<file path="src/stoi_pkg.sv">
// Shared types and constants for the string to int64 parser.
// Used by the controller, the datapath and the top level; depends on nothing.
`timescale 1ns / 1ps
`default_nettype none

package stoi_pkg;

  // Parse phases of the controller.
  localparam logic [2:0] PH_IDLE   = 3'd0;
  localparam logic [2:0] PH_SPACE  = 3'd1;
  localparam logic [2:0] PH_SIGNED = 3'd2;
  localparam logic [2:0] PH_ZERO   = 3'd3;
  localparam logic [2:0] PH_DIGITS = 3'd4;

  // Digit status codes.
  localparam logic [1:0] DS_NONE = 2'd0;
  localparam logic [1:0] DS_SOME = 2'd1;
  localparam logic [1:0] DS_OVER = 2'd2;

  // Saturation limits (magnitudes).
  localparam logic [63:0] POS_LIMIT = 64'h7FFF_FFFF_FFFF_FFFF;
  localparam logic [63:0] NEG_LIMIT = 64'h8000_0000_0000_0000;

  // Width of the end offset field on the result channel.
  localparam int unsigned END_OFF_W = 16;

  // Character codes.
  localparam logic [7:0] CH_SPACE = 8'h20;
  localparam logic [7:0] CH_TAB   = 8'h09;
  localparam logic [7:0] CH_CR    = 8'h0D;
  localparam logic [7:0] CH_PLUS  = 8'h2B;
  localparam logic [7:0] CH_MINUS = 8'h2D;
  localparam logic [7:0] CH_ZERO  = 8'h30;
  localparam logic [7:0] CH_NINE  = 8'h39;
  localparam logic [7:0] CH_UA    = 8'h41;
  localparam logic [7:0] CH_UZ    = 8'h5A;
  localparam logic [7:0] CH_LA    = 8'h61;
  localparam logic [7:0] CH_LZ    = 8'h7A;
  localparam logic [7:0] CH_UX    = 8'h58;
  localparam logic [7:0] CH_LX    = 8'h78;

  // Commands from the controller to the datapath.
  typedef struct packed {
    logic                 acc_zero;    // treat the accumulator as zero (new string)
    logic                 acc_en;      // write the accumulator this cycle
    logic                 acc_load;    // take accumulator * base + digit
    logic [5:0]           base;        // base in effect for the digit check
    logic                 negative;    // sign of the string
    logic                 res_load;    // capture a result
    logic                 res_any;     // at least one digit was taken
    logic                 res_over;    // value saturated
    logic [END_OFF_W-1:0] res_offset;  // end offset of the result
  } stoi_cmd_t;

  // Character class and arithmetic status from the datapath.
  typedef struct packed {
    logic is_space;
    logic is_minus;
    logic is_plus;
    logic is_zero;
    logic is_x;
    logic digit_ok;  // a digit below the active base
    logic fits;      // accumulator * base + digit stays within the limit
  } stoi_stat_t;

endpackage

`default_nettype wire

</file>
<file path="src/stoi_in_if.sv">
// Input channel of the parser: one character per request.
// Depends on nothing.
`timescale 1ns / 1ps
`default_nettype none

interface stoi_in_if;
  logic       valid;
  logic       ready;
  logic [7:0] ch;
  logic       start_req;
  logic [5:0] radix;

  modport source (output valid, output ch, output start_req, output radix, input ready);
  modport sink   (input valid, input ch, input start_req, input radix, output ready);
endinterface

`default_nettype wire

</file>
<file path="src/stoi_out_if.sv">
// Result channel of the parser: one request per parsed string.
// Depends on nothing.
`timescale 1ns / 1ps
`default_nettype none

interface stoi_out_if;
  logic               valid;
  logic               ready;
  logic signed [63:0] value;
  logic [15:0]        end_offset;
  logic               any_digits;
  logic               out_of_range;

  modport source (output valid, output value, output end_offset, output any_digits,
                  output out_of_range, input ready);
  modport sink   (input valid, input value, input end_offset, input any_digits,
                  input out_of_range, output ready);
endinterface

`default_nettype wire

</file>
<file path="src/stoi_dp.sv">
// Datapath of the parser: character decode, accumulator with overflow check,
// and the result register. Depends on stoi_pkg.
`timescale 1ns / 1ps
`default_nettype none

module stoi_dp
  import stoi_pkg::*;
(
  input  wire logic               clk_i,
  input  wire logic               rst_ni,
  input  wire logic [7:0]         ch_i,
  input  wire stoi_cmd_t          cmd_i,
  output      stoi_stat_t         stat_o,
  output      logic signed [63:0] value_o,
  output      logic [15:0]        end_offset_o,
  output      logic               any_digits_o,
  output      logic               out_of_range_o
);

  logic [63:0] acc_q;
  logic [63:0] acc_cur;
  logic [5:0]  digit;
  logic        is_alnum;
  logic [69:0] prod;
  logic [69:0] sum;
  logic [69:0] limit;
  logic [63:0] value_d;

  logic [63:0]          value_q;
  logic [END_OFF_W-1:0] offset_q;
  logic                 any_q;
  logic                 over_q;

  // Character classification and digit value.
  always_comb begin
    digit    = 6'd0;
    is_alnum = 1'b0;
    if (ch_i >= CH_ZERO && ch_i <= CH_NINE) begin
      digit    = 6'(ch_i - CH_ZERO);
      is_alnum = 1'b1;
    end else if (ch_i >= CH_UA && ch_i <= CH_UZ) begin
      digit    = 6'(ch_i - CH_UA + 8'd10);
      is_alnum = 1'b1;
    end else if (ch_i >= CH_LA && ch_i <= CH_LZ) begin
      digit    = 6'(ch_i - CH_LA + 8'd10);
      is_alnum = 1'b1;
    end
  end

  // Multiply-accumulate and the limit compare. A new digit fits exactly when
  // acc * base + digit does not exceed the limit for the sign.
  assign acc_cur = cmd_i.acc_zero ? 64'd0 : acc_q;
  assign prod    = 70'(acc_cur) * 70'(cmd_i.base);
  assign sum     = prod + 70'(digit);
  assign limit   = cmd_i.negative ? 70'(NEG_LIMIT) : 70'(POS_LIMIT);

  always_comb begin
    stat_o.is_space = (ch_i == CH_SPACE) || (ch_i >= CH_TAB && ch_i <= CH_CR);
    stat_o.is_minus = (ch_i == CH_MINUS);
    stat_o.is_plus  = (ch_i == CH_PLUS);
    stat_o.is_zero  = (ch_i == CH_ZERO);
    stat_o.is_x     = (ch_i == CH_UX) || (ch_i == CH_LX);
    stat_o.digit_ok = is_alnum && (digit < cmd_i.base);
    stat_o.fits     = (sum <= limit);
  end

  // Accumulator register.
  always_ff @(posedge clk_i or negedge rst_ni) begin
    if (!rst_ni) begin
      acc_q <= 64'd0;
    end else if (cmd_i.acc_en) begin
      acc_q <= cmd_i.acc_load ? sum[63:0] : acc_cur;
    end
  end

  // Final value: saturated limit, or the magnitude with its sign applied.
  always_comb begin
    if (cmd_i.res_over) begin
      value_d = limit[63:0];
    end else if (cmd_i.negative) begin
      value_d = 64'd0 - acc_cur;
    end else begin
      value_d = acc_cur;
    end
  end

  // Result register.
  always_ff @(posedge clk_i) begin
    if (cmd_i.res_load) begin
      value_q  <= value_d;
      offset_q <= cmd_i.res_offset;
      any_q    <= cmd_i.res_any;
      over_q   <= cmd_i.res_over;
    end
  end

  assign value_o        = value_q;
  assign end_offset_o   = offset_q;
  assign any_digits_o   = any_q;
  assign out_of_range_o = over_q;

endmodule

`default_nettype wire

</file>
<file path="src/stoi_ctrl.sv">
// Controller of the parser: parse phase, sign, digit status, base, offset
// and the result handshake. Depends on stoi_pkg.
`timescale 1ns / 1ps
`default_nettype none

module stoi_ctrl
  import stoi_pkg::*;
#(
  parameter int unsigned OFFSET_BITS = 16
) (
  input  wire logic       clk_i,
  input  wire logic       rst_ni,
  input  wire logic       in_valid_i,
  output      logic       in_ready_o,
  input  wire logic       start_req_i,
  input  wire logic [5:0] radix_i,
  output      logic       out_valid_o,
  input  wire logic       out_ready_i,
  input  wire stoi_stat_t stat_i,
  output      stoi_cmd_t  cmd_o
);

  logic [2:0]             phase_q, phase_d;
  logic                   neg_q, neg_d;
  logic [1:0]             ds_q, ds_d;
  logic [5:0]             base_q, base_d;
  logic [OFFSET_BITS-1:0] off_q, off_d;
  logic                   out_valid_q;

  logic [2:0]             cur_phase;
  logic                   cur_neg;
  logic [1:0]             cur_ds;
  logic [5:0]             cur_base;
  logic [OFFSET_BITS-1:0] cur_off;
  logic [5:0]             eff_base;
  logic [31:0]            off_ext;
  logic                   fire;
  logic                   first;
  logic                   take;
  logic                   load;
  logic                   done;

  assign in_ready_o = !out_valid_q || out_ready_i;
  assign fire       = in_valid_i && in_ready_o;

  // A start request opens a new context: whitespace phase, positive sign, no digits, zero offset, base from radix.
  assign cur_phase = start_req_i ? PH_SPACE : phase_q;
  assign cur_neg   = start_req_i ? 1'b0 : neg_q;
  assign cur_ds    = start_req_i ? DS_NONE : ds_q;
  assign cur_base  = start_req_i ? radix_i : base_q;
  assign cur_off   = start_req_i ? '0 : off_q;

  // Base used for the digit check in this step; base 0 defaults by phase.
  always_comb begin
    if (cur_phase == PH_DIGITS) begin
      eff_base = cur_base;
    end else if (cur_base != 6'd0) begin
      eff_base = cur_base;
    end else if (cur_phase == PH_ZERO) begin
      eff_base = 6'd8;
    end else begin
      eff_base = 6'd10;
    end
  end

  // Phase transitions for one character.
  always_comb begin
    phase_d = cur_phase;
    neg_d   = cur_neg;
    ds_d    = cur_ds;
    base_d  = cur_base;
    first   = 1'b0;
    take    = 1'b0;
    load    = 1'b0;
    done    = 1'b0;

    unique case (cur_phase)
      PH_SPACE: begin
        if (stat_i.is_space) begin
          phase_d = PH_SPACE;
        end else if (stat_i.is_minus) begin
          neg_d   = 1'b1;
          phase_d = PH_SIGNED;
        end else if (stat_i.is_plus) begin
          phase_d = PH_SIGNED;
        end else begin
          first = 1'b1;
        end
      end
      PH_SIGNED: begin
        first = 1'b1;
      end
      PH_ZERO: begin
        phase_d = PH_DIGITS;
        if (stat_i.is_x) begin
          base_d = 6'd16;
        end else begin
          // The leading zero counts as a digit.
          base_d = eff_base;
          ds_d   = DS_SOME;
          take   = 1'b1;
        end
      end
      PH_DIGITS: begin
        take = 1'b1;
      end
      default: begin
        phase_d = PH_IDLE;
      end
    endcase

    // First character after whitespace and sign: a zero may open a prefix.
    if (first) begin
      if ((cur_base == 6'd0 || cur_base == 6'd16) && stat_i.is_zero) begin
        phase_d = PH_ZERO;
      end else begin
        base_d  = eff_base;
        phase_d = PH_DIGITS;
        take    = 1'b1;
      end
    end

    // Digit step: terminate, ignore after overflow, saturate or accumulate.
    if (take) begin
      if (!stat_i.digit_ok) begin
        done = 1'b1;
      end else if (ds_d == DS_OVER) begin
        ds_d = DS_OVER;
      end else if (!stat_i.fits) begin
        ds_d = DS_OVER;
      end else begin
        ds_d = DS_SOME;
        load = 1'b1;
      end
    end

    if (done) begin
      phase_d = PH_IDLE;
    end
  end

  // Offset counts every consumed character but the terminating one, and saturates.
  always_comb begin
    off_d = cur_off;
    if (!done && cur_phase != PH_IDLE && cur_off != {OFFSET_BITS{1'b1}}) begin
      off_d = cur_off + {{(OFFSET_BITS-1){1'b0}}, 1'b1};
    end
  end

  assign off_ext = 32'(cur_off);

  // Commands to the datapath.
  always_comb begin
    cmd_o.acc_zero   = start_req_i;
    cmd_o.acc_en     = fire;
    cmd_o.acc_load   = load;
    cmd_o.base       = eff_base;
    cmd_o.negative   = cur_neg;
    cmd_o.res_load   = fire && done;
    cmd_o.res_any    = (ds_d != DS_NONE);
    cmd_o.res_over   = (ds_d == DS_OVER);
    cmd_o.res_offset = (ds_d != DS_NONE) ? off_ext[END_OFF_W-1:0] : '0;
  end

  // Parse context registers.
  always_ff @(posedge clk_i or negedge rst_ni) begin
    if (!rst_ni) begin
      phase_q <= PH_IDLE;
      neg_q   <= 1'b0;
      ds_q    <= DS_NONE;
      base_q  <= 6'd0;
      off_q   <= '0;
    end else if (fire) begin
      phase_q <= phase_d;
      neg_q   <= neg_d;
      ds_q    <= ds_d;
      base_q  <= base_d;
      off_q   <= off_d;
    end
  end

  // Result valid flag.
  always_ff @(posedge clk_i or negedge rst_ni) begin
    if (!rst_ni) begin
      out_valid_q <= 1'b0;
    end else if (fire && done) begin
      out_valid_q <= 1'b1;
    end else if (out_ready_i) begin
      out_valid_q <= 1'b0;
    end
  end

  assign out_valid_o = out_valid_q;

endmodule

`default_nettype wire

</file>
<file path="src/string_to_int64_parser_top.sv">
// String to signed 64-bit integer parser, top level.
//
// The input channel carries one character per request. A request with
// start_req set opens a new string and samples radix (0 auto-detects base
// 8, 10 or 16). Leading whitespace, one sign and an optional 0x prefix are
// read, then digits below the base are accumulated with saturation to the
// signed 64-bit limits. The first character that is not such a digit ends
// the string and produces one request on the result channel: value, end
// offset (0 when no digit was taken), any_digits and out_of_range.
// Characters with start_req clear outside a string are dropped.
//
// Throughput is one character per cycle; each character passes through the
// multiply-accumulate and limit compare in the cycle it is accepted. The
// result is registered and appears in the cycle after its terminating
// character is accepted. While a result waits and the receiver holds
// ready low, input ready drops; otherwise input is taken every cycle. Reset
// idles the parser and clears result valid but not the result register.
// Depends on stoi_pkg, stoi_in_if, stoi_out_if, stoi_ctrl and stoi_dp.
`timescale 1ns / 1ps
`default_nettype none

module string_to_int64_parser_top
  import stoi_pkg::*;
#(
  parameter int unsigned OFFSET_BITS = 16
) (
  input  wire logic  clk_i,
  input  wire logic  rst_ni,
  stoi_in_if.sink    in_i,
  stoi_out_if.source out_o
);

  stoi_cmd_t  cmd;
  stoi_stat_t stat;

  // Parse sequencing and handshakes.
  stoi_ctrl #(
    .OFFSET_BITS (OFFSET_BITS)
  ) u_ctrl (
    .clk_i       (clk_i),
    .rst_ni      (rst_ni),
    .in_valid_i  (in_i.valid),
    .in_ready_o  (in_i.ready),
    .start_req_i (in_i.start_req),
    .radix_i     (in_i.radix),
    .out_valid_o (out_o.valid),
    .out_ready_i (out_o.ready),
    .stat_i      (stat),
    .cmd_o       (cmd)
  );

  // Decode, accumulate and hold the result.
  stoi_dp u_dp (
    .clk_i          (clk_i),
    .rst_ni         (rst_ni),
    .ch_i           (in_i.ch),
    .cmd_i          (cmd),
    .stat_o         (stat),
    .value_o        (out_o.value),
    .end_offset_o   (out_o.end_offset),
    .any_digits_o   (out_o.any_digits),
    .out_of_range_o (out_o.out_of_range)
  );

endmodule

`default_nettype wire
</file>
<file path="src/flat_wrapper.sv">
// flat-port wrapper written by rule: the top's interface ports become plain ports
module string_to_int64_parser_top_flat import stoi_pkg::*;
#(
  parameter int unsigned OFFSET_BITS = 16
)
  (clk_i, rst_ni, in_i_valid, in_i_ch, in_i_start_req, in_i_radix, in_i_ready, out_o_valid, out_o_value, out_o_end_offset, out_o_any_digits, out_o_out_of_range, out_o_ready);
  stoi_in_if in_i_i ();
  stoi_out_if out_o_i ();
  input  wire logic clk_i;
  input  wire logic rst_ni;
  input wire logic [$bits(in_i_i.valid)-1:0] in_i_valid;
  input wire logic [$bits(in_i_i.ch)-1:0] in_i_ch;
  input wire logic [$bits(in_i_i.start_req)-1:0] in_i_start_req;
  input wire logic [$bits(in_i_i.radix)-1:0] in_i_radix;
  output wire logic [$bits(in_i_i.ready)-1:0] in_i_ready;
  output wire logic [$bits(out_o_i.valid)-1:0] out_o_valid;
  output wire logic [$bits(out_o_i.value)-1:0] out_o_value;
  output wire logic [$bits(out_o_i.end_offset)-1:0] out_o_end_offset;
  output wire logic [$bits(out_o_i.any_digits)-1:0] out_o_any_digits;
  output wire logic [$bits(out_o_i.out_of_range)-1:0] out_o_out_of_range;
  input wire logic [$bits(out_o_i.ready)-1:0] out_o_ready;
  assign in_i_i.valid = in_i_valid;
  assign in_i_i.ch = in_i_ch;
  assign in_i_i.start_req = in_i_start_req;
  assign in_i_i.radix = in_i_radix;
  assign in_i_ready = in_i_i.ready;
  assign out_o_valid = out_o_i.valid;
  assign out_o_value = out_o_i.value;
  assign out_o_end_offset = out_o_i.end_offset;
  assign out_o_any_digits = out_o_i.any_digits;
  assign out_o_out_of_range = out_o_i.out_of_range;
  assign out_o_i.ready = out_o_ready;
  string_to_int64_parser_top #(.OFFSET_BITS(OFFSET_BITS)) u_core (.clk_i(clk_i), .rst_ni(rst_ni), .in_i(in_i_i), .out_o(out_o_i));
endmodule
</file>
<file path="config.mk">
export PLATFORM = sky130hd
export DESIGN_NAME = string_to_int64_parser_top_flat
export DESIGN_NICKNAME = d
export VERILOG_FILES = /design/src/stoi_pkg.sv /design/src/stoi_in_if.sv /design/src/stoi_out_if.sv /design/src/stoi_dp.sv /design/src/stoi_ctrl.sv /design/src/string_to_int64_parser_top.sv /design/src/flat_wrapper.sv
export SDC_FILE = /design/constraint.sdc
export NUM_CORES = 2
export LEC_CHECK = 0
export BUFFER_PORTS_ARGS = -buffer_cell sky130_fd_sc_hd__buf_4
export CORE_ASPECT_RATIO = 0.6
export CORE_MARGIN = 1.5
export CORE_UTILIZATION = 58
export CTS_BUF_LIST = sky130_fd_sc_hd__clkbuf_8
export CTS_CLUSTER_SIZE = 12
export DETAILED_ROUTE_END_ITERATION = 16
export HOLD_SLACK_MARGIN = 0.12
export PLACE_DENSITY_LB_ADDON = 0.3
export SLEW_MARGIN = 20
export SYNTH_ARGS = -nofsm -noshare
export SYNTH_HDL_FRONTEND = slang
export SYNTH_SLANG_ARGS = --single-unit
export TNS_END_PERCENT = 50
</file>
<file path="constraint.sdc">
create_clock -name clk_i -period 12.6 [get_ports clk_i]
set_input_delay 1.89 -clock clk_i [delete_from_list [all_inputs] [get_ports clk_i]]
set_output_delay 1.89 -clock clk_i [all_outputs]
set_load 0.01 [all_outputs]
</file>
==> flow_summary.toml <==
[run_status]
status = "completed"

[global_routing]
grt_pass1_vias = 22194
grtUsageTotal_pct = 39.52
antenna_found_initial = 0
grt.overflow.total = 0
grt_pass1_wl_um = 133900
grt_max_degree = 74

[clocking]
clk_latency_ns = 0.52
ctsLongestPathBuffers = 2
cts-root-buf = "clkbuf_8"
postCtsSetupBuffers = 0
cts_tree = "yes"
ctsHoldBuffers = 0
clkTransAtPathRegs_ns = 0.13
cts_made_buffers = 17
cts_resized = 0
clock_sinks = 175
htreeDepth = 4

[synth]
synthDominantCellAreaShare_pct = 20.12
synth-edff-count = 82
synth_fp_nets = 3431
netlist_instances = 2934
ys_seq_elements = 175
ys.flop_type = "dfrtp_1"
synthDistinctLibCells = 88
yosys.area.top_type = "fa_1"
synthTopCellsByArea = "fa_1 20%, ha_1 11%, edfxtp_1 9.8%, dfrtp_1 9.3%, and2_1 5.9%"
ys_seq_area_share_pct = 19.11
yosysMostFrequentCell = "nand2_1"
synth-async-reset-ratio_pct = 53.14
synth_area_mm2 = 0.02507
synthTopCellsByCount = "339 x nand2_1, 252 x fa_1, 235 x and2_1"
ys_warn_count = 0
syn_avg_cell_area_um2 = 8.544

[floorplan]
die_w_um = 271.4
io_pins = 103
coreArea_mm2 = 0.04224
num_rows = 58
die_h_um = 164.0
die_area_mm2 = 0.04452
start_util_pct = 59.35

[placement]
io_buffers = 102
dpl.cell_count = 3468
place_ws_ns = 0.6081
dp_hpwl_um = 68830
gp_congestion = 1.017

[worst_hold_path]
hp-class = "register to register"

[timing]
tns_ns = 0
layout_setup_ws_ns = 0.6930
rsz0062_at_grt = "no"
setup_viol_count_final = 0
finalCriticalPeriod_ns = 11.91
fin_crit_sh_pct = 94.50
final-hold-violation-count = 0
tightest_slew_ns = 0.9827
slew_violations = 0
maxSlewHeadroom_pct = 34.32
clock_skew_ns = 0.02173
fmax_mhz = 83.98

[route]
viasPerCell = 6.652
drt_iter0_drc = 3372
vias = 23282
drc_errors = 0
totalWireLength_um = 87170
post_drt_wl_per_cell_um = 24.91
first_pass_iters = 13
ant_nets = 0

[finish]
n_antenna_cell = 0
fillers = 3579
fin_nets = 3414
syn_to_final_growth_pct = 6.938
drive_gt1_share_pct = 9.522
final_cells = 3500

[worst_setup_path]
endpoint_kind = "register"
worst_ep_arrival_time_ns = 12.13
slowest_delay_ns = 0.65
crit_path_max_fanout = 38
crit_type = "primary input to register"
crit_top_cell = "buf_4"
crit_slowest_cell = "fa_1"
worstPathRequired_ns = 12.83
start_kind = "primary input"

[pwr]
powerDensity_mw_per_mm2 = 58.96
ir_worst_vdd_mv = 0.06462
p_leak_nw = 13.25

[flow_run]
maxCapViolCount = 0
[where the power goes]
part	internal, mW	leakage [nW]	total (mW)	switching, mW
Sequential	0.654	2.05	0.693	0.0394
Combinational	0.147	11.0	0.437	0.290
Clock	0.162	0.220	0.451	0.289
Total	0.963	13.3	1.58	0.618
[worst paths after layout]
path	startpoint	end	depth (start not counted)	slack, ns
worst min register to register	u_core.u_ctrl.off_q[1]	u_core.u_ctrl.off_q[1]	2	0.51
worst min-delay path	u_core.u_ctrl.off_q[1]	u_core.u_ctrl.off_q[1]	2	0.51
min in group asynchronous	rst_ni	u_core.u_ctrl.off_q[3]	1	1.22
max in group asynchronous	rst_ni	u_core.u_dp.acc_q[38]	2	10.30
worst max register to register	u_core.u_ctrl.base_q[4]	u_core.u_dp.value_o[48]	36	1.50
worst max-delay path	in_i_radix[3]	u_core.u_dp.value_o[48]	37	0.69
[area by class of cell]
cell class,count,area [um^2],area share (%)
Clock buffer,17,234.0,0.8728
Tap cell,570,713.2,2.660
Inverter,187,703.2,2.623
Multi-Input combinational cell,2373,18840,70.26
Clock inverter,15,214.0,0.7981
Timing Repair Buffer,163,1315,4.905
Sequential cell,175,4792,17.88
[worst max-delay path: cells and delay by family]
kind / cells / cell delay, ns
compound gates: 10 / 2.29
xor+xnor: 1 / 0.21
fa+ha+maj: 6 / 2.75
buf+inv: 8 / 1.67
simple gates: 12 / 3.26
[cell usage in the layout, fill, tap and decap left out, types with 9 or more instances in the layout]
master,synthesis,layout
a211oi_1,9,9
a21boi_0,9,9
a21o_1,36,36
a21oi_1,186,186
a311oi_2,12,12
a31oi_1,15,14
and2_1,235,234
and3_1,16,16
and4_1,9,9
buf_4,1,155
clkbuf_8,0,17
dfrtp_1,93,91
edfxtp_1,82,82
fa_1,252,252
ha_1,226,226
inv_1,184,184
mux2_2,14,14
nand2_1,339,337
nand2b_1,21,21
nand3_1,144,144
nand4_1,60,60
nor2_1,187,186
nor2b_1,55,50
nor3_1,56,56
nor4_1,23,23
o211ai_1,19,19
o21a_1,19,19
o21ai_0,122,122
o21bai_1,12,12
o31ai_1,15,15
or2_2,15,15
or3_1,16,16
xnor2_1,48,48
xor2_1,51,51
[routing by layer]
metal	up-vias	GRT usage (%)	share of wire, %	routed length [um]
met1	11217	59.94	43	37320
met3	130	20.50	19	16920
met5	-	0	0.013	11
li1	10066	-	-	-
met2	1867	48.86	36	31720
met4	2	6.894	1.4	1194
[flip-flops by register name (all words and copies together), names as in the netlist]
register / flops
u_core.u_dp.acc_q: 64
u_core.u_ctrl.off_q: 16
u_core.u_ctrl.phase_q: 3
u_core.u_ctrl.out_valid_o: 1
u_core.u_dp.end_offset_o: 16
u_core.u_ctrl.base_q: 6
u_core.u_dp.any_digits_o: 1
u_core.u_ctrl.ds_q: 2
u_core.u_dp.value_o: 64
u_core.u_dp.out_of_range_o: 1
u_core.u_ctrl.neg_q: 1
[cell families (layout without fill, tap and decap cells)]
logic type	after synthesis	in the layout	share of synthesized area, %
simple gates	1215	1215	24.51
compound gates	559	559	14.57
fa+ha+maj	478	478	31.41
buf+inv	386	382	5.995
flops	175	175	19.11
xor+xnor	99	99	3.459
mux	22	22	0.9483
[metrics by stage]
stage,power (mW),hold WS (ns),utilization [%],instance area [um^2]
after floorplan,0.9460,0.4551,-,25070
after global placement,1.111,0.4689,62.38,26350
after detailed placement,1.125,0.4772,62.38,26350
after CTS,1.565,0.5071,63.44,26800
after global routing,1.630,0.5600,63.47,26810
final,1.580,0.5078,63.47,26810
(Power assumes the default switching activity.)
